File: config.mk
export PLATFORM = sky130hd
export DESIGN_NAME = valve_motor_limit_controller_top
export DESIGN_NICKNAME = d
export VERILOG_FILES = /design/src/sv/vmlc_pkg.sv /design/src/sv/vmlc_cfg_regs.sv /design/src/sv/vmlc_ctrl.sv /design/src/sv/valve_motor_limit_controller_top.sv
export SDC_FILE = /design/constraint.sdc
export NUM_CORES = 1
export LEC_CHECK = 0
export BUFFER_PORTS_ARGS = -buffer_cell sky130_fd_sc_hd__buf_4
export CORE_MARGIN = 8
export CORE_UTILIZATION = 57
export CTS_BUF_LIST = sky130_fd_sc_hd__clkbuf_4
export DETAILED_ROUTE_END_ITERATION = 8
export PLACE_DENSITY_LB_ADDON = 0.15
export RECOVER_POWER = 50
export SYNTH_ARGS = -nofsm -noshare
export SYNTH_HDL_FRONTEND = slang
export SYNTH_SLANG_ARGS = --single-unit
export TNS_END_PERCENT = 50
File: constraint.sdc
create_clock -name clk -period 4.55 [get_ports clk]
set_input_delay 0.2275 -clock clk [delete_from_list [all_inputs] [get_ports clk]]
set_output_delay 0.2275 -clock clk [all_outputs]
set_load 0.02 [all_outputs]
File: src/sv/vmlc_pkg.sv
// ----------------------------------------------------------------------------
// vmlc_pkg
// Shared types and constants for the valve motor limit controller.
// ----------------------------------------------------------------------------
package vmlc_pkg;

	// Command codes carried in func
	localparam logic [1:0] FUNC_TICK    = 2'd0;
	localparam logic [1:0] FUNC_OPEN    = 2'd1;
	localparam logic [1:0] FUNC_CLOSE   = 2'd2;
	localparam logic [1:0] FUNC_PARTIAL = 2'd3;

	// Register indexes on the configuration port
	localparam logic [1:0] CFG_TIMEOUT  = 2'd0;
	localparam logic [1:0] CFG_DEBOUNCE = 2'd1;
	localparam logic [1:0] CFG_WAKE     = 2'd2;
	localparam logic [1:0] CFG_PAUSE    = 2'd3;

	// Register reset values
	localparam logic [15:0] TIMEOUT_RST  = 16'd15000;
	localparam logic [7:0]  DEBOUNCE_RST = 8'd20;
	localparam logic [7:0]  WAKE_RST     = 8'd10;
	localparam logic [9:0]  PAUSE_RST    = 10'd250;

	// Outcome codes
	localparam logic [1:0] OUT_OK        = 2'd0;
	localparam logic [1:0] OUT_TIMEOUT   = 2'd1;
	localparam logic [1:0] OUT_OPEN_HIT  = 2'd2;

	typedef struct packed {
		logic [15:0] timeout_ms;
		logic [7:0]  debounce_ms;
		logic [7:0]  wake_ms;
		logic [9:0]  pause_ms;
	} cfg_t;

	typedef struct packed {
		logic [1:0]  func;
		logic        open_switch_level;
		logic        closed_switch_level;
		logic [15:0] partial_ms;
	} item_t;

	typedef struct packed {
		logic       driver_awake;
		logic       drive_open;
		logic       drive_close;
		logic       busy_res;
		logic       done_res;
		logic [1:0] outcome;
	} result_t;

endpackage

File: src/sv/vmlc_cfg_regs.sv
// ----------------------------------------------------------------------------
// vmlc_cfg_regs
// Configuration register file: timeout, debounce, wake and pause times.
// ----------------------------------------------------------------------------
module vmlc_cfg_regs import vmlc_pkg::*; (
	input  logic        clk,
	input  logic        arst_n,
	input  logic        cfg_we,
	input  logic [1:0]  cfg_index,
	input  logic [15:0] cfg_wdata,
	output cfg_t        cfg
);

	cfg_t cfg_q;

	// Write decode, one register per index
	always_ff @(posedge clk or negedge arst_n) begin
		if (!arst_n) begin
			cfg_q.timeout_ms  <= TIMEOUT_RST;
			cfg_q.debounce_ms <= DEBOUNCE_RST;
			cfg_q.wake_ms     <= WAKE_RST;
			cfg_q.pause_ms    <= PAUSE_RST;
		end else if (cfg_we) begin
			unique case (cfg_index)
				CFG_TIMEOUT:  cfg_q.timeout_ms  <= cfg_wdata;
				CFG_DEBOUNCE: cfg_q.debounce_ms <= cfg_wdata[7:0];
				CFG_WAKE:     cfg_q.wake_ms     <= cfg_wdata[7:0];
				CFG_PAUSE:    cfg_q.pause_ms    <= cfg_wdata[9:0];
				default:      ;
			endcase
		end
	end

	assign cfg = cfg_q;

endmodule

File: src/sv/vmlc_ctrl.sv
// ----------------------------------------------------------------------------
// vmlc_ctrl
// Valve sequencer: phase state plus the one-pass update for each transaction.
// ----------------------------------------------------------------------------
module vmlc_ctrl import vmlc_pkg::*; (
	input  logic    clk,
	input  logic    arst_n,
	input  logic    step,
	input  item_t   item,
	input  cfg_t    cfg,
	output result_t res
);

	typedef enum logic [3:0] {
		PH_IDLE        = 4'd0,
		PH_CHECK_OPEN  = 4'd1,
		PH_CHECK_CLOSE = 4'd2,
		PH_WAKE_OPEN   = 4'd3,
		PH_WAKE_CLOSE  = 4'd4,
		PH_DRIVE_OPEN  = 4'd5,
		PH_DRIVE_CLOSE = 4'd6,
		PH_PAUSE       = 4'd7,
		PH_PWAKE       = 4'd8,
		PH_PDRIVE      = 4'd9
	} phase_t;

	typedef struct packed {
		phase_t      phase;
		logic [15:0] timer;
		logic [7:0]  deb;
		logic        pend;
		logic [15:0] plen;
		logic [1:0]  outc;
		logic        fin;
	} st_t;

	st_t st_q;
	st_t st_d;

	function automatic st_t do_finish(st_t s, logic [1:0] code);
		st_t r;
		r       = s;
		r.phase = PH_IDLE;
		r.timer = '0;
		r.deb   = '0;
		r.pend  = 1'b0;
		r.outc  = code;
		r.fin   = 1'b1;
		return r;
	endfunction

	function automatic st_t enter_drive(st_t s, logic to_open);
		st_t r;
		r       = s;
		r.phase = to_open ? PH_DRIVE_OPEN : PH_DRIVE_CLOSE;
		r.timer = '0;
		r.deb   = '0;
		return r;
	endfunction

	function automatic st_t enter_wake(st_t s, logic to_open, cfg_t c);
		st_t r;
		r       = s;
		r.phase = to_open ? PH_WAKE_OPEN : PH_WAKE_CLOSE;
		r.timer = '0;
		r.deb   = '0;
		if (c.wake_ms == '0) r = enter_drive(r, to_open);
		return r;
	endfunction

	function automatic st_t enter_pdrive(st_t s);
		st_t r;
		r       = s;
		r.phase = PH_PDRIVE;
		r.timer = '0;
		r.deb   = '0;
		if (r.plen == '0) r = do_finish(r, OUT_OK);
		return r;
	endfunction

	function automatic st_t enter_pwake(st_t s, cfg_t c);
		st_t r;
		r       = s;
		r.phase = PH_PWAKE;
		r.timer = '0;
		if (c.wake_ms == '0) r = enter_pdrive(r);
		return r;
	endfunction

	function automatic st_t enter_pause(st_t s, cfg_t c);
		st_t r;
		r       = s;
		r.phase = PH_PAUSE;
		r.timer = '0;
		r.deb   = '0;
		if (c.pause_ms == '0) r = enter_pwake(r, c);
		return r;
	endfunction

	function automatic st_t close_success(st_t s, cfg_t c);
		st_t r;
		if (s.pend) r = enter_pause(s, c);
		else        r = do_finish(s, OUT_OK);
		return r;
	endfunction

	// Saturating counter steps and active-low switch decode
	logic        open_act;
	logic        closed_act;
	logic [15:0] timer_inc;
	logic [7:0]  deb_inc;
	logic        to_open;
	logic        tgt_act;
	logic [7:0]  deb_nxt;
	logic        deb_hit;

	assign open_act   = ~item.open_switch_level;
	assign closed_act = ~item.closed_switch_level;
	assign timer_inc  = (st_q.timer == 16'hFFFF) ? st_q.timer : st_q.timer + 16'd1;
	assign deb_inc    = (st_q.deb == 8'hFF) ? st_q.deb : st_q.deb + 8'd1;

	// Direction and target switch of the current phase
	assign to_open = (st_q.phase == PH_CHECK_OPEN) || (st_q.phase == PH_WAKE_OPEN) ||
		(st_q.phase == PH_DRIVE_OPEN) || (st_q.phase == PH_PDRIVE);
	assign tgt_act = to_open ? open_act : closed_act;
	assign deb_nxt = tgt_act ? deb_inc : 8'd0;
	assign deb_hit = tgt_act && (deb_nxt >= cfg.debounce_ms);

	// Next state for one transaction
	always_comb begin
		st_d     = st_q;
		st_d.fin = 1'b0;
		if (item.func == FUNC_TICK) begin
			case (st_q.phase)
				PH_CHECK_OPEN, PH_CHECK_CLOSE: begin
					if (!tgt_act) begin
						st_d = enter_wake(st_d, to_open, cfg);
					end else begin
						st_d.deb = deb_nxt;
						if (deb_hit) begin
							if (to_open) st_d = do_finish(st_d, OUT_OK);
							else         st_d = close_success(st_d, cfg);
						end
					end
				end
				PH_WAKE_OPEN, PH_WAKE_CLOSE: begin
					st_d.timer = timer_inc;
					if (timer_inc >= {8'd0, cfg.wake_ms}) st_d = enter_drive(st_d, to_open);
				end
				PH_DRIVE_OPEN, PH_DRIVE_CLOSE: begin
					st_d.timer = timer_inc;
					st_d.deb   = deb_nxt;
					if (deb_hit) begin
						if (to_open) st_d = do_finish(st_d, OUT_OK);
						else         st_d = close_success(st_d, cfg);
					end else if (timer_inc >= cfg.timeout_ms) begin
						st_d = do_finish(st_d, OUT_TIMEOUT);
					end
				end
				PH_PAUSE: begin
					st_d.timer = timer_inc;
					if (timer_inc >= {6'd0, cfg.pause_ms}) st_d = enter_pwake(st_d, cfg);
				end
				PH_PWAKE: begin
					st_d.timer = timer_inc;
					if (timer_inc >= {8'd0, cfg.wake_ms}) st_d = enter_pdrive(st_d);
				end
				PH_PDRIVE: begin
					st_d.timer = timer_inc;
					st_d.deb   = deb_nxt;
					if (deb_hit)                        st_d = do_finish(st_d, OUT_OPEN_HIT);
					else if (timer_inc >= st_q.plen)    st_d = do_finish(st_d, OUT_OK);
				end
				default: st_d.phase = PH_IDLE;
			endcase
		end else if (st_q.phase == PH_IDLE) begin
			// New command; commands while busy are dropped
			st_d.timer = '0;
			st_d.deb   = '0;
			case (item.func)
				FUNC_OPEN: begin
					st_d.pend = 1'b0;
					if (open_act) st_d.phase = PH_CHECK_OPEN;
					else          st_d = enter_wake(st_d, 1'b1, cfg);
				end
				FUNC_CLOSE: begin
					st_d.pend = 1'b0;
					if (closed_act) st_d.phase = PH_CHECK_CLOSE;
					else            st_d = enter_wake(st_d, 1'b0, cfg);
				end
				default: begin
					st_d.pend = 1'b1;
					st_d.plen = item.partial_ms;
					if (closed_act) st_d.phase = PH_CHECK_CLOSE;
					else            st_d = enter_wake(st_d, 1'b0, cfg);
				end
			endcase
		end
	end

	// State register, advanced once per transaction
	always_ff @(posedge clk or negedge arst_n) begin
		if (!arst_n) begin
			st_q.phase <= PH_IDLE;
			st_q.timer <= '0;
			st_q.deb   <= '0;
			st_q.pend  <= 1'b0;
			st_q.plen  <= '0;
			st_q.outc  <= '0;
			st_q.fin   <= 1'b0;
		end else if (step) begin
			st_q <= st_d;
		end
	end

	// Bridge lines and status from the updated state
	always_comb begin
		res.driver_awake = (st_d.phase >= PH_WAKE_OPEN) && (st_d.phase != PH_PAUSE);
		res.drive_open   = (st_d.phase == PH_DRIVE_OPEN) || (st_d.phase == PH_PDRIVE);
		res.drive_close  = (st_d.phase == PH_DRIVE_CLOSE);
		res.busy_res     = (st_d.phase != PH_IDLE);
		res.done_res     = st_d.fin;
		res.outcome      = st_d.outc;
	end

endmodule

File: src/sv/valve_motor_limit_controller_top.sv
// ----------------------------------------------------------------------------
// valve_motor_limit_controller_top
// DC-motor valve controller with limit switches, debounce and timeouts.
//
//   channel | signals                              | dir | notes
//   --------+--------------------------------------+-----+---------------------
//   in      | in_valid/in_ready, func, switches,   | in  | tick or command
//           | partial_ms                           |     |
//   out     | out_valid/out_ready, bridge lines,   | out | one per input
//           | busy_res, done_res, outcome          |     |
//   cfg     | cfg_we, cfg_index, cfg_wdata         | in  | write only
//
// One transaction per cycle sustained while out_ready stays high; the path runs
// through the input register, then the sequencer update into the result register.
// arst_n clears the sequencer to idle and loads the register defaults.
// A stalled out_ready holds the result register; in_ready drops only when
// both the input and result registers are full.
// ----------------------------------------------------------------------------
module valve_motor_limit_controller_top import vmlc_pkg::*; (
	input  logic        clk,
	input  logic        arst_n,
	input  logic        in_valid,
	output logic        in_ready,
	input  logic [1:0]  func,
	input  logic        open_switch_level,
	input  logic        closed_switch_level,
	input  logic [15:0] partial_ms,
	output logic        out_valid,
	input  logic        out_ready,
	output logic        driver_awake,
	output logic        drive_open,
	output logic        drive_close,
	output logic        busy_res,
	output logic        done_res,
	output logic [1:0]  outcome,
	input  logic        cfg_we,
	input  logic [1:0]  cfg_index,
	input  logic [15:0] cfg_wdata
);

	cfg_t    cfg;
	item_t   item_s1;
	logic    valid_s1;
	result_t res;
	result_t res_s2;
	logic    valid_s2;
	logic    advance;

	vmlc_cfg_regs u_cfg (
		.clk       (clk),
		.arst_n    (arst_n),
		.cfg_we    (cfg_we),
		.cfg_index (cfg_index),
		.cfg_wdata (cfg_wdata),
		.cfg       (cfg)
	);

	// Stage 1 moves on whenever the result register is free or draining
	assign advance  = valid_s1 && (!valid_s2 || out_ready);
	assign in_ready = !valid_s1 || advance;

	// Input register
	always_ff @(posedge clk or negedge arst_n) begin
		if (!arst_n) begin
			valid_s1 <= 1'b0;
		end else if (in_valid && in_ready) begin
			valid_s1 <= 1'b1;
		end else if (advance) begin
			valid_s1 <= 1'b0;
		end
	end

	always_ff @(posedge clk) begin
		if (in_valid && in_ready) begin
			item_s1.func                <= func;
			item_s1.open_switch_level   <= open_switch_level;
			item_s1.closed_switch_level <= closed_switch_level;
			item_s1.partial_ms          <= partial_ms;
		end
	end

	vmlc_ctrl u_ctrl (
		.clk    (clk),
		.arst_n (arst_n),
		.step   (advance),
		.item   (item_s1),
		.cfg    (cfg),
		.res    (res)
	);

	// Result register
	always_ff @(posedge clk or negedge arst_n) begin
		if (!arst_n) begin
			valid_s2 <= 1'b0;
		end else if (advance) begin
			valid_s2 <= 1'b1;
		end else if (out_ready) begin
			valid_s2 <= 1'b0;
		end
	end

	always_ff @(posedge clk) begin
		if (advance) begin
			res_s2 <= res;
		end
	end

	assign out_valid    = valid_s2;
	assign driver_awake = res_s2.driver_awake;
	assign drive_open   = res_s2.drive_open;
	assign drive_close  = res_s2.drive_close;
	assign busy_res     = res_s2.busy_res;
	assign done_res     = res_s2.done_res;
	assign outcome      = res_s2.outcome;

	// The bridge is never driven both ways at once
	a_no_shoot_through: assert property (@(posedge clk) disable iff (!arst_n)
		valid_s2 |-> !(res_s2.drive_open && res_s2.drive_close))
		else $error("both drive lines high");

	// Drive lines only with the driver awake
	a_drive_awake: assert property (@(posedge clk) disable iff (!arst_n)
		valid_s2 && (res_s2.drive_open || res_s2.drive_close) |-> res_s2.driver_awake)
		else $error("drive without driver awake");

	// A finished operation leaves the sequencer idle
	a_done_idle: assert property (@(posedge clk) disable iff (!arst_n)
		valid_s2 && res_s2.done_res |-> !res_s2.busy_res)
		else $error("done while still busy");

	// With the result register empty the input side never stalls
	a_no_false_stall: assert property (@(posedge clk) disable iff (!arst_n)
		!valid_s2 |-> in_ready)
		else $error("input stalled with empty result register");

endmodule
# Yosys cells after proc, flatten, opt, wreduce, memory -nomap -nowiden
# Index checks and enable logic that the tools add are counted.
[word_totals]
register_bits = 118
in_bits = 43
out_inout_bits = 9
elab_cells = 143
[op_classes]
add_sub_neg = 2
n_lt_le_gt_ge = 6
eq_ne = 37
muxes = 41
n_bitwise = 2
n_reduce_logical = 33
[op_table]
columns = ["operator", "count"]
rows = [
  ["$mux 48", 19],
  ["$pmux 44 s6", 1],
  ["$mux 44", 3],
  ["$pmux 48 s2", 1],
  ["$mux 46", 2],
  ["$mux 47", 1],
  ["$ge 16x16->1", 2],
  ["$eq 4x3->1 const B", 6],
  ["$pmux 4 s6", 1],
  ["$add 16x1->16 const B", 1],
  ["$eq 16x16->1 const B", 1],
  ["$ge 16x10->1", 1],
  ["$ge 16x8->1", 1],
  ["$logic_not 16->1", 1],
  ["$mux 16", 1],
  ["$mux 8", 2],
  ["$reduce_and 13->1", 1],
  ["$eq 4x4->1 const B", 3],
  ["$mux 3", 4],
  ["$ne 3x3->1 const B", 4],
  ["$ne 4x3->1 const B", 3],
  ["$reduce_and 11->1", 1],
  ["$logic_not 10->1", 1],
  ["$ne 3x2->1 const B", 3],
  ["29 further kinds", 57],
]

# Depth between registers and ports, before layout
# Gate-level depths: netlist (run 1).
[depth]
word_depth = 14
mapped_depth = 21
ltp_nobuf = 19

# Modules after synthesis
# A second synthesis (run 1) with hierarchy kept.
[unflattened]
cells_unflattened = 801
hier_area_um2 = 7718.7
[modules_own_cells]
columns = ["module", "n_inst", "cells_each", "area_each_um2", "seq_area_each_um2"]
rows = [
  ["vmlc_ctrl", 1, 677, 5208.7, 1176.1],
  ["vmlc_cfg_regs", 1, 89, 1595.3, 1072.3],
  ["valve_motor_limit_controller_top", 1, 35, 914.6, 860.8],
]

# Worst setup path after synthesis (run 1)
# No wires, ideal clock.
[synth_path]
path_type = "register to register"
startpoint = "register u_ctrl.st_q[28] (netlist name)"
endpoint = "register res_s2, in the netlist driver_awake, data pin"
setup_ns = 0.254
arrival_ns = 4.447
required_time_ns = 4.296
slack_ns = -0.151
path_stages_with_launch = 20
n_path_buf = 0
period_less_slack_ns = 4.701
path_cell_list = "dfrtp_1 > ha_1 > nand3_1 > nor3_4 > nand2_1 > nand4_1 > or2_2 > nor2_1 > xor2_1 > ha_1 > a211oi_1 > o211ai_1 > a221o_1 > or2_2 > nor3_1 > a21oi_1 > a31o_2 > and4_1 > or3_1 > a21o_1"
[synth_lines]
columns = ["element", "line", "text"]
rows = [
  ["from (decl)", "vmlc_ctrl.sv:37", "st_t st_q;"],
  ["from (signal assigned)", "vmlc_ctrl.sv:212", "st_q <= st_d;"],
  ["to (signal assigned)", "valve_motor_limit_controller_top.sv:104", "res_s2 <= res;"],
  ["to (decl)", "valve_motor_limit_controller_top.sv:45", "result_t res_s2;"],
]

==> results.txt, run 1 <==
- Status: finished with violations
* Violated checks: capacitance limit, slew limit
* Compound-gate portion of the synthesized area: 0.159
* Count of yosys warnings during synthesis: 0
- Across all layers, the routed design uses 6649 vias.
* Xor and xnor fraction of the mapped netlist area: 0.0139
- Clock transition at the register clock pins on the worst setup and hold paths after CTS: 0.13 ns
- For this design the ratio of total power to cell area is 372 mW/mm2.
* Die Footprint: 0.0170 mm2
- Compared with the post-synthesis result, the final layout area differs by 22.6%.
- Clock tree synthesis selected as its root buffer the cell sky130_fd_sc_hd__clkbuf_4.
- Sink count of the clock tree: 118
* Fraction of synthesized area in multiplexers: 0.0792
* Leading cell types by total area after synthesis: sky130_fd_sc_hd__dfrtp_1, sky130_fd_sc_hd__edfxtp_1, sky130_fd_sc_hd__ha_1
* Required time of the critical path: 4.90 ns
- DR iter-0 viols: 583
* Count of standard-cell rows: 41
- Ant diodes: 0
* Design area: 0.00915 mm2
- Across the VDD grid, the largest voltage drop is 0.000287 V.
* First-pass GRT wire length: 33.5 mm
- The max-slew violation total from the final report is 77.
* Pin count of the biggest net entering global routing: 77
* Count of H-tree levels built during CTS: 4
- Buffers placed on the I/O ports in this run total 51.
* Number of global-route vias before repair: 6789
* Fraction of final layout cells sized beyond drive strength 1: 0.222
* Initial antenna violation count: 0
- Count of final hold-check violations: 0
- The worst setup path is of the flop to flop kind.
- Overflow after GRT: 0
- Along the worst path, the maximum fanout reaches 4.
- Wires add up to 20.8 mm.
* Vias per cell: 5.97
- Simple-gate share of the synthesized area: 0.178
* Worst-case clock buffer depth: 2
- In this run, synthesis inferred 27 flip-flops with an integrated enable.
- Placer congestion estimate: 0.969
* Avg Synthesized Cell Area: 9.49 um2
* Core area: 0.0127 mm2
- Number of violations of the max-capacitance limit: 1
- Fmax: 0.230 GHz
* Effective utilization at floorplan: 0.586
- Leakage: 0.00435 uW
* Most area-hungry cell type in the Yosys netlist: sky130_fd_sc_hd__dfrtp_1
* Seq. cell area: 0.00311 mm2
- Sum of negative setup slack: 0 ns
* Clk_lat worst skew: 0.57 ns
- Detail-routed net length per standard cell: 18.7 um
- Cells after synthesis: 786
* Highest-count cells in the layout ignoring fill and taps: sky130_fd_sc_hd__nand2_1, sky130_fd_sc_hd__buf_4, sky130_fd_sc_hd__dfrtp_1
* Clock tree from TritonCTS: built
- Synthesis inferred 118 register bits.
- Critical Path End Type: flop
- At the pin with the least slew margin, the transition time is 1.89 ns.
- Hold Crit Class: primary input to flop
- For this run, design rule violations remaining after detail routing come to 0.
- In this run the count of I/O pins placed on the die edge is 52.
- Of the total synthesized cell area, the portion taken by full adders, half adders and majority gates is 0.104.
* Multi-input gate area: 0.00411 mm2
- For this run, the detailed router's first-pass iteration total came to 5.
* Clock skew after layout: 0.0180 ns
- GR Util All Layers: 0.255
- Setup violations remaining at the end of the flow were counted as 0.
- Area after detailed placement: 0.00837 mm2
* Leading register cell type out of synthesis: sky130_fd_sc_hd__dfrtp_1
- DIE WIDTH: 130 um
- In this run the cell area of the synthesized design comes to 0.00746 mm2.
- Buffers inserted during clock tree synthesis total 17.
* Final period utilization: 0.957
- Seq/Total Area, Yosys: 0.417
* Die extent in y: 130 um
- The smallest clock period supported by the final layout is computed as 4.35 ns.
- Cell variety after synth: 68
- Post-synth top area share: 0.248
* CP startpoint kind: flop
* Final net count: 1033
* Fill count: 957
- Most frequent standard cell in the layout excluding fill and tap cells: sky130_fd_sc_hd__nand2_1
- Count of nets left with antenna violations after detail routing: 0
- The worst pin sits at a relative slew slack of -0.261.
* Synth async-reset ratio: 0.771
* Final HPWL DP: 15.2 mm
- WP data arrival: 4.70 ns
- Syn Nets: 891
* Largest family of logic cells by synthesized area: simple AND/OR/NAND/NOR gates
## Yosys cell counts (2+ instances only)
| cell type | count |
|---|---|
| sky130_fd_sc_hd__nor2b_1 | 2 |
| sky130_fd_sc_hd__edfxtp_1 | 27 |
| sky130_fd_sc_hd__nor2_1 | 53 |
| sky130_fd_sc_hd__a31o_2 | 2 |
| sky130_fd_sc_hd__nor3_1 | 13 |
| sky130_fd_sc_hd__a22o_1 | 14 |
| sky130_fd_sc_hd__ha_1 | 62 |
| sky130_fd_sc_hd__o21ai_1 | 3 |
| sky130_fd_sc_hd__o211ai_1 | 6 |
| sky130_fd_sc_hd__a21o_1 | 13 |
| sky130_fd_sc_hd__and3_1 | 10 |
| sky130_fd_sc_hd__clkbuf_1 | 19 |
| sky130_fd_sc_hd__nand3b_1 | 3 |
| sky130_fd_sc_hd__xnor2_1 | 5 |
| sky130_fd_sc_hd__or2_2 | 6 |
| sky130_fd_sc_hd__nor4_1 | 10 |
| sky130_fd_sc_hd__o21a_1 | 7 |
| sky130_fd_sc_hd__and2_1 | 7 |
| sky130_fd_sc_hd__and4_1 | 2 |
| sky130_fd_sc_hd__nand3_1 | 22 |
| sky130_fd_sc_hd__dfstp_2 | 17 |
| sky130_fd_sc_hd__xor2_1 | 5 |
| sky130_fd_sc_hd__mux2_2 | 31 |
| sky130_fd_sc_hd__a2111oi_0 | 3 |
| sky130_fd_sc_hd__o21ai_0 | 51 |
| sky130_fd_sc_hd__a31oi_1 | 9 |
| sky130_fd_sc_hd__a221oi_1 | 3 |
| sky130_fd_sc_hd__a211oi_1 | 8 |
| sky130_fd_sc_hd__a22oi_1 | 2 |
| sky130_fd_sc_hd__nand2_1 | 98 |
| sky130_fd_sc_hd__mux2i_1 | 23 |
| sky130_fd_sc_hd__nand4b_1 | 3 |
| sky130_fd_sc_hd__o22ai_1 | 2 |
| sky130_fd_sc_hd__inv_1 | 70 |
| sky130_fd_sc_hd__nand4_1 | 14 |
| sky130_fd_sc_hd__nor3_4 | 2 |
| sky130_fd_sc_hd__o31ai_1 | 4 |
| sky130_fd_sc_hd__or3_1 | 5 |
| sky130_fd_sc_hd__a21oi_1 | 29 |
| sky130_fd_sc_hd__buf_6 | 2 |
| sky130_fd_sc_hd__a211o_1 | 3 |
| sky130_fd_sc_hd__dfrtp_1 | 74 |
| sky130_fd_sc_hd__a221o_1 | 4 |
| sky130_fd_sc_hd__nand2b_1 | 10 |
| sky130_fd_sc_hd__nor3b_1 | 5 |
## area by class of cell
| class | instances | area share |
|---|---|---|
| clock inverters | 15 | 0.0157 |
| repair buffers | 146 | 0.128 |
| multi-input cells | 574 | 0.449 |
| flip-flops and latches | 118 | 0.340 |
| clock buffers | 17 | 0.0140 |
| well taps | 172 | 0.0235 |
| inverters | 71 | 0.0291 |
## report_power, final
group	total [uW]	switching, uW	internal, uW	leakage (uW)
logic	1270	760	515	0.00281
clock network	761	477	284	0.000147
registers	1370	102	1270	0.00140
total	3400	1340	2070	0.00435
## cells by family (layout without fill, tap and decap cells)
group | Yosys count | after routing
compound gates | 177 | 177
simple gates | 269 | 269
fa+ha+maj | 62 | 62
xor+xnor | 11 | 11
mux | 55 | 55
flops | 118 | 118
buf+inv | 94 | 249
## state kept, by name, summed over array words and instances, names as in the netlist, 2 cells and up
signal       flops
u_ctrl.st_q     47
item_s1         20
u_cfg.cfg       42
outcome          2
## critical path, cell delays in order, from the launching register on
cell and delay [ns]:
sky130_fd_sc_hd__dfrtp_1 0.41, sky130_fd_sc_hd__ha_2 0.20, sky130_fd_sc_hd__nand3_2 0.10, sky130_fd_sc_hd__nor3_4 0.05, sky130_fd_sc_hd__nand2_2 0.07, sky130_fd_sc_hd__nand4_1 0.11, sky130_fd_sc_hd__or2_4 0.25, sky130_fd_sc_hd__and2_1 0.17
sky130_fd_sc_hd__or2_4 0.28, sky130_fd_sc_hd__ha_2 0.21, sky130_fd_sc_hd__a211o_1 0.26, sky130_fd_sc_hd__a2111oi_4 0.38, sky130_fd_sc_hd__buf_4 0.17, sky130_fd_sc_hd__nor4_2 0.04, sky130_fd_sc_hd__a211oi_2 0.28, sky130_fd_sc_hd__buf_4 0.20
sky130_fd_sc_hd__and2_1 0.14, sky130_fd_sc_hd__nand4_1 0.10, sky130_fd_sc_hd__and4_1 0.18, sky130_fd_sc_hd__or3_1 0.37, sky130_fd_sc_hd__a21o_1 0.16
## layer usage
layer / vias up / GRT usage / share of wire
met5: - / 0 / 0
met4: 0 / 0.122 / 0.033
met3: 61 / 0.0498 / 0.047
met2: 217 / 0.447 / 0.51
met1: 3233 / 0.296 / 0.41
li1: 3138 / - / -
## per-stage QoR
step	hold WS (ns)	power [uW]	util	std cells	setup slack, ns
2_1_floorplan	-0.0681	2150	-	786	0.0340
3_3_place_gp	0.105	2540	0.658	1037	0.0451
3_5_place_dp	0.107	2590	0.658	1037	-0.203
4_1_cts	0.0339	3380	0.713	1109	0.0402
5_1_grt	0.182	3600	0.719	1113	-0.0155
6_report	0.177	3400	0.719	1113	0.195
## path summary, 6_finish.rpt
path	start	to	slack [ns]	depth (start not counted)
min	cfg_index[1]	u_cfg.cfg[37]	0.18	5
max	u_ctrl.st_q[28]	driver_awake	0.20	20
min in group asynchronous	arst_n	u_ctrl.st_q[47]	0.31	2
max in group asynchronous	arst_n	u_ctrl.st_q[34]	1.72	3
min reg2reg	u_cfg.cfg[24]	u_cfg.cfg[24]	0.52	1
max reg2reg	u_ctrl.st_q[28]	driver_awake	0.20	20
## what timing repair did
action,4_1_cts,5_1_grt
endpoints found under the hold margin,79,0
gates cloned,0,0
resized for setup,5,21
setup buffers,0,4
hold buffers,40,0
pin swaps,0,8
setup endpoints to repair,3,41
Note: power is estimated with default switching activity, not from simulation.
==> run 2, diff against run 1 <==
--- a/config.mk
+++ b/config.mk
@@ -12,6 +12,7 @@
 export DETAILED_ROUTE_END_ITERATION = 8
 export PLACE_DENSITY_LB_ADDON = 0.15
 export RECOVER_POWER = 50
+export SKIP_CTS_REPAIR_TIMING = 1
 export SYNTH_ARGS = -nofsm -noshare
 export SYNTH_HDL_FRONTEND = slang
 export SYNTH_SLANG_ARGS = --single-unit
==> constraint.sdc (replaced) <==
create_clock -name clk -period 4.55 [get_ports clk]
set_input_delay 0.2275 -clock clk [delete_from_list [all_inputs] [get_ports clk]]
set_output_delay 0.2275 -clock clk [all_outputs]
set_load 0.1 [all_outputs]
==> results.txt, run 2 (synthesis gave the netlist of run 1 again) <==
* Status: finished with violations
- The final reports fail on capacitance limit, slew limit.
* DR iter-0 viols: 621
* Pre-CTS setup slack: -0.203 ns
- Subtracting the final worst setup slack from the clock period gives 4.44 ns.
* Switching Share: 0.406
* Count of standard-cell rows: 41
* Final net count: 1034
- The tree built by TritonCTS fans out to 118 sinks.
* Fill count: 963
- The initial antenna violation count is 0.
* Count of nets left with antenna violations after detail routing: 0
- During I/O placement, the number of pins put on the boundary was 52.
* Tightest Pin Transition: 1.88 ns
* Clock tree from TritonCTS: built
* Die Footprint: 0.0170 mm2
- Clock transition at the register clock pins on the worst setup and hold paths after CTS: 0.13 ns
- DIE WIDTH: 130 um
- Clk_lat worst skew: 0.57 ns
- Entering global routing, the biggest net connects 77 pins.
- Leakage: 0.00438 uW
* Layout overhead on the synthesized area: 23.2%
- Number of design rule violations left after detail routing: 0
* Worst-case clock buffer depth: 2
* Share of power burned in registers: 0.391
- The tightest min-delay check is of the primary input to flop type.
- The die is 130 um tall.
* Power density over the cells: 380 mW/mm2
- Number of violations of the max-capacitance limit: 1
- Placer congestion estimate: 0.969
- Along the worst path, the maximum fanout reaches 8.
- The number of clock buffers added by TritonCTS is 17.
- Root Buffer: sky130_fd_sc_hd__clkbuf_4
- Number of global-route vias before repair: 6517
* Combinational power share: 0.391
- For this design the total switching power over the nets is 1420 uW.
- Critical path type: flop to flop
- STA classifies the critical path startpoint as a flop.
- The number of hold violations in the final report is 0.
- Required time of the critical path: 4.89 ns
* Biggest register: u_ctrl.st_q
- DR vias: 6685
- The internal power of the cells totals 2080 uW.
* GR Util All Layers: 0.246
- Max transition margin: -0.254
* Most frequent standard cell in the layout excluding fill and tap cells: sky130_fd_sc_hd__nand2_1
- WP data arrival: 4.78 ns
- Critical Path End Type: flop
- IR analysis of the VDD net gives a maximum drop of 0.000283 V.
* Final HPWL DP: 15.2 mm
* Vias per cell: 6.00
- The max-slew violation total from the final report was 77.
* Detail-routed net length per standard cell: 18.9 um
- In this run the number of H-tree levels came out at 4.
- Summed over all layers, the global routing overflow is 0.
* Sum of negative setup slack: 0 ns
- Leaving out fill and tap cells, the most frequent cells in the layout are sky130_fd_sc_hd__nand2_1, sky130_fd_sc_hd__buf_4, sky130_fd_sc_hd__dfrtp_1.
* Worst Slack Setup Final: 0.114 ns
- Ant diodes: 0
- Fraction of final layout cells sized beyond drive strength 1: 0.229
- Before antenna repair, the detailed router went through 5 iterations.
- In the finished design, the share of the clock period the worst path needs comes to 0.975.
- Fmax: 0.225 GHz
* Overall routed net length: 21.0 mm
- The first global-routing pass estimated 32.3 mm of wire.
- Setup violations remaining at the end of the flow were counted as 0.
- Clock skew after layout: 0.0179 ns
- Input and output buffers added on the ports amount to 51.
- The share of total power dissipated in the clock network is 0.218.
* Core area: 0.0127 mm2
- The register with the most flip-flops in the layout has 47 of them.
- The initial utilization of the core area, before any placement, comes to 0.586.
==> run 2: metal layers <==
metal | part of all wire | wire (um) | track usage | vias up
met5 | 0 | 0 | 0 | -
met4 | 0.031 | 649 | 0.109 | 0
met3 | 0.047 | 992 | 0.0490 | 49
met2 | 0.52 | 10800 | 0.427 | 202
met1 | 0.41 | 8530 | 0.291 | 3290
li1 | - | - | - | 3144
==> run 2: final timing paths <==
check / startpoint / end / slack [ns] / depth (start not counted)
setup / recovery: u_ctrl.st_q[39] / driver_awake / 0.11 / 16
hold / removal: cfg_index[1] / u_cfg.cfg[37] / 0.18 / 5
setup reg to reg: u_ctrl.st_q[39] / driver_awake / 0.11 / 16
hold reg to reg: u_cfg.cfg[24] / u_cfg.cfg[24] / 0.52 / 1
max in group asynchronous: arst_n / u_ctrl.st_q[34] / 1.73 / 3
min in group asynchronous: arst_n / u_ctrl.st_q[47] / 0.32 / 2
==> run 2: critical path, cell delays in order, from the launching register on <==
cell	delay, ns
sky130_fd_sc_hd__dfrtp_1	0.50
sky130_fd_sc_hd__nand4_1	0.23
sky130_fd_sc_hd__nor4_4	0.32
sky130_fd_sc_hd__nand3_1	0.16
sky130_fd_sc_hd__xnor2_2	0.17
sky130_fd_sc_hd__nand2b_1	0.19
sky130_fd_sc_hd__ha_1	0.32
sky130_fd_sc_hd__and3_1	0.18
sky130_fd_sc_hd__a221o_1	0.33
sky130_fd_sc_hd__a2111oi_0	0.41
sky130_fd_sc_hd__o221ai_1	0.24
sky130_fd_sc_hd__nand2_2	0.18
sky130_fd_sc_hd__nand3_1	0.13
sky130_fd_sc_hd__o31ai_1	0.15
sky130_fd_sc_hd__o32ai_2	0.17
sky130_fd_sc_hd__or3_1	0.36
sky130_fd_sc_hd__a21o_1	0.16
==> run 2: area by class of cell <==
cell class | instances | area, um2 | share of cell area
Sequential cell | 118 | 3110 | 0.339
Clock inverter | 15 | 144 | 0.0157
Tap cell | 172 | 215 | 0.0234
Timing Repair Buffer | 147 | 1200 | 0.130
Clock buffer | 17 | 128 | 0.0139
Inverter | 71 | 267 | 0.0290
Multi-Input combinational cell | 574 | 4130 | 0.449
==> run 2: through the flow <==
step	util	hold WS, ns	total power, uW	area [um2]	instances
global route	0.722	0.184	3690	9190	1114
floorplan	-	-0.0681	2230	7480	786
detailed placement	0.658	0.107	2660	8370	1037
CTS	0.679	-0.513	3420	8640	1069
finish	0.722	0.182	3490	9190	1114
global placement	0.658	0.105	2610	8370	1037
==> run 2: power groups by stage <==
stage	clock network, uW	logic [uW]	registers [uW]
2_1_floorplan	0	785	1440
3_3_place_gp	0	1230	1380
3_5_place_dp	0	1270	1390
4_1_cts	770	1280	1370
5_1_grt	809	1500	1380
6_report	761	1370	1370
==> run 3, diff against run 2 <==
--- a/config.mk
+++ b/config.mk
@@ -7,7 +7,7 @@
 export LEC_CHECK = 0
 export BUFFER_PORTS_ARGS = -buffer_cell sky130_fd_sc_hd__buf_4
 export CORE_MARGIN = 8
-export CORE_UTILIZATION = 57
+export CORE_UTILIZATION = 50
 export CTS_BUF_LIST = sky130_fd_sc_hd__clkbuf_4
 export DETAILED_ROUTE_END_ITERATION = 8
 export PLACE_DENSITY_LB_ADDON = 0.15
==> results.txt, run 3 (synthesis gave the netlist of run 1 again) <==
- Status: finished with violations
* Violated checks: capacitance limit, slew limit
- Max FFs per register: 47
- In this run the power density over the cells is 394 mW/mm2.
- R2r worst-path depth: 22
- Highest-count cells in the layout ignoring fill and taps: sky130_fd_sc_hd__nand2_1, sky130_fd_sc_hd__buf_4, sky130_fd_sc_hd__dfrtp_1
* Initial antenna violation count: 0
- Cells along the critical path: ha_2, nand3_4, nor3_4, nand2_2, nand4_1, or2_4, and2_1, or2_4, ha_2, o211ai_1, nor2_1, o22ai_1, nor4_1, a211oi_2, buf_4, and2_1, buf_4, a221o_1, a21oi_1, buf_4, o21ai_0, a21o_1
- Buffers on Ports: 51
- Dividing the final minimum period by the clock period gives 0.966.
- Dividing the detail-routed wire length by the instance count gives 18.3 um.
- In the final design database the tool counted 1041 nets.
- The slowest stage of the critical path is the sky130_fd_sc_hd__dfrtp_1 cell.
* Pin count of the biggest net entering global routing: 59
- Summed over all nets, the half-perimeter wirelength after detailed placement is 15.5 mm.
- The worst register-to-register path begins at u_ctrl.st_q[29].
- DR vias: 6539
* Cell repeated most along the worst path: sky130_fd_sc_hd__buf_4
* Largest vdd supply drop: 0.000325 V
* Worst min-delay path startpoint: cfg_we
- The critical path is of the flop to flop type.
- Biggest register: u_ctrl.st_q
* Count of nets left with antenna violations after detail routing: 0
- STA classifies the critical path endpoint as a flop.
* First-pass GRT wire length: 32.6 mm
- At the pin with the least slew margin, the transition time is 2.13 ns.
- Max transition margin: -0.418
- Count of H-tree levels built during CTS: 4
* Clock skew after layout: 0.0326 ns
* Worst slack on hold paths: 0.341 ns
- In this run the worst hold path is classified as primary input to flop.
- Count of standard-cell rows: 44
* Ant diodes: 0
- Clock transition at the register clock pins on the worst setup and hold paths after CTS: 0.12 ns
- Critical path's largest stage delay: 0.41 ns
* Hold Path Stages: 3
- Core area: 0.0145 mm2
- For this run, the total global-route usage over all layers was measured as 0.210.
- Inserted Clock Buffers: 17
* Final critical-path required period: 4.40 ns
- Largest fanout on the critical path: 5
- In this run the horizontal extent of the chip is 138 um.
- The floorplan step set the die height to 138 um.
- The first routing iteration left 407 violations.
* Placer congestion estimate: 0.987
- Worst-case clock buffer depth: 2
* Non-Filler Instances: 1133
* Die Footprint: 0.0191 mm2
- Setup slack on the worst flop-to-flop path: 0.15 ns
- Clock tree from TritonCTS: built
* Launch point of the worst path: u_ctrl.st_q[29]
- Number of violations of the max-capacitance limit: 1
- In the routed design, unresolved DRC markers number 0.
- Clock tree synthesis selected as its root buffer the cell sky130_fd_sc_hd__clkbuf_4.
- Unrepaired setup endpoints after global routing: yes
- Effective utilization at floorplan: 0.513
- Max Slew Vio Count: 35
* Total placed cells including tap cells: 1056
* Top Ports: 52
- The via count of the first global-routing pass came to 6459.
- Counting every sink on the clock net gives 118.
- From synthesis to final layout, the design area changed by 26.2%.
- Overall routed net length: 20.7 mm
* Fmax: 0.227 GHz
- The first TritonRoute pass finished after 5 iterations.
- Summed over all layers, the global routing overflow is 0.
* Clk_lat worst skew: 0.55 ns
* Count of endpoints failing setup in the final report: 0
- Most frequent standard cell in the layout excluding fill and tap cells: sky130_fd_sc_hd__nand2_1
- Summed over all cells, the static leakage comes to 0.00445 uW.
* CP startpoint kind: flop
- The number of hold violations in the final report is 0.
- Of the cells placed in the final design, the portion with a size suffix greater than 1 is 0.234.
- For the worst setup path, the data required time is 4.86 ns.
- Using the TritonRoute via totals, the vias-per-cell ratio works out to 5.77.
- At the worst endpoint, the arrival time is 4.70 ns.
[run 3: final timing paths]
check	endpoint
setup / recovery	driver_awake
setup reg to reg	driver_awake
hold reg to reg	out_valid
max in group asynchronous	u_ctrl.st_q[38]
min in group asynchronous	u_ctrl.st_q[44]
hold / removal	u_cfg.cfg[19]
[run 3: critical path, delay by kind of cell (launching register included)]
family          cells  cell delay, ns
flops               1            0.41
fa+ha+maj           2            0.59
buf+inv             3            0.46
compound gates      7            1.06
simple gates       10            1.65
[run 3: report_power, final]
group	internal [uW]	switching, uW	leakage (uW)
Clock	550	442	0.000186
Sequential	1270	102	0.00140
Combinational	526	828	0.00287
[run 3: per-layer routing]
metal,track usage,up-vias,wire length [um]
met2,0.356,206,10300
met1,0.251,3126,8800
met3,0.0408,59,885
li1,-,3148,-
met4,0.0990,0,685
met5,0,-,0
[run 3: cell type report]
type / count / area [um2]
fill: 1194 / 5120
tap: 184 / 230
multi-input combinational: 574 / 4160
clock inverter: 15 / 250
timing repair buffer: 154 / 1260
clock buffer: 17 / 128
sequential: 118 / 3110
inverter: 71 / 267
[run 3: through the flow]
stage / cell area, um2 / total power [uW] / worst slack, ns / setup TNS [ns] / utilization
CTS: 8840 / 3680 / -0.334 / -2.78 / 0.608
global route: 9410 / 3930 / -0.0156 / -0.0156 / 0.648
finish: 9410 / 3710 / 0.154 / 0 / 0.648
floorplan: 7480 / 2230 / 0.0340 / 0 / -
detailed placement: 8460 / 2680 / -0.315 / -1.81 / 0.582
global placement: 8460 / 2650 / -0.173 / -0.866 / 0.582
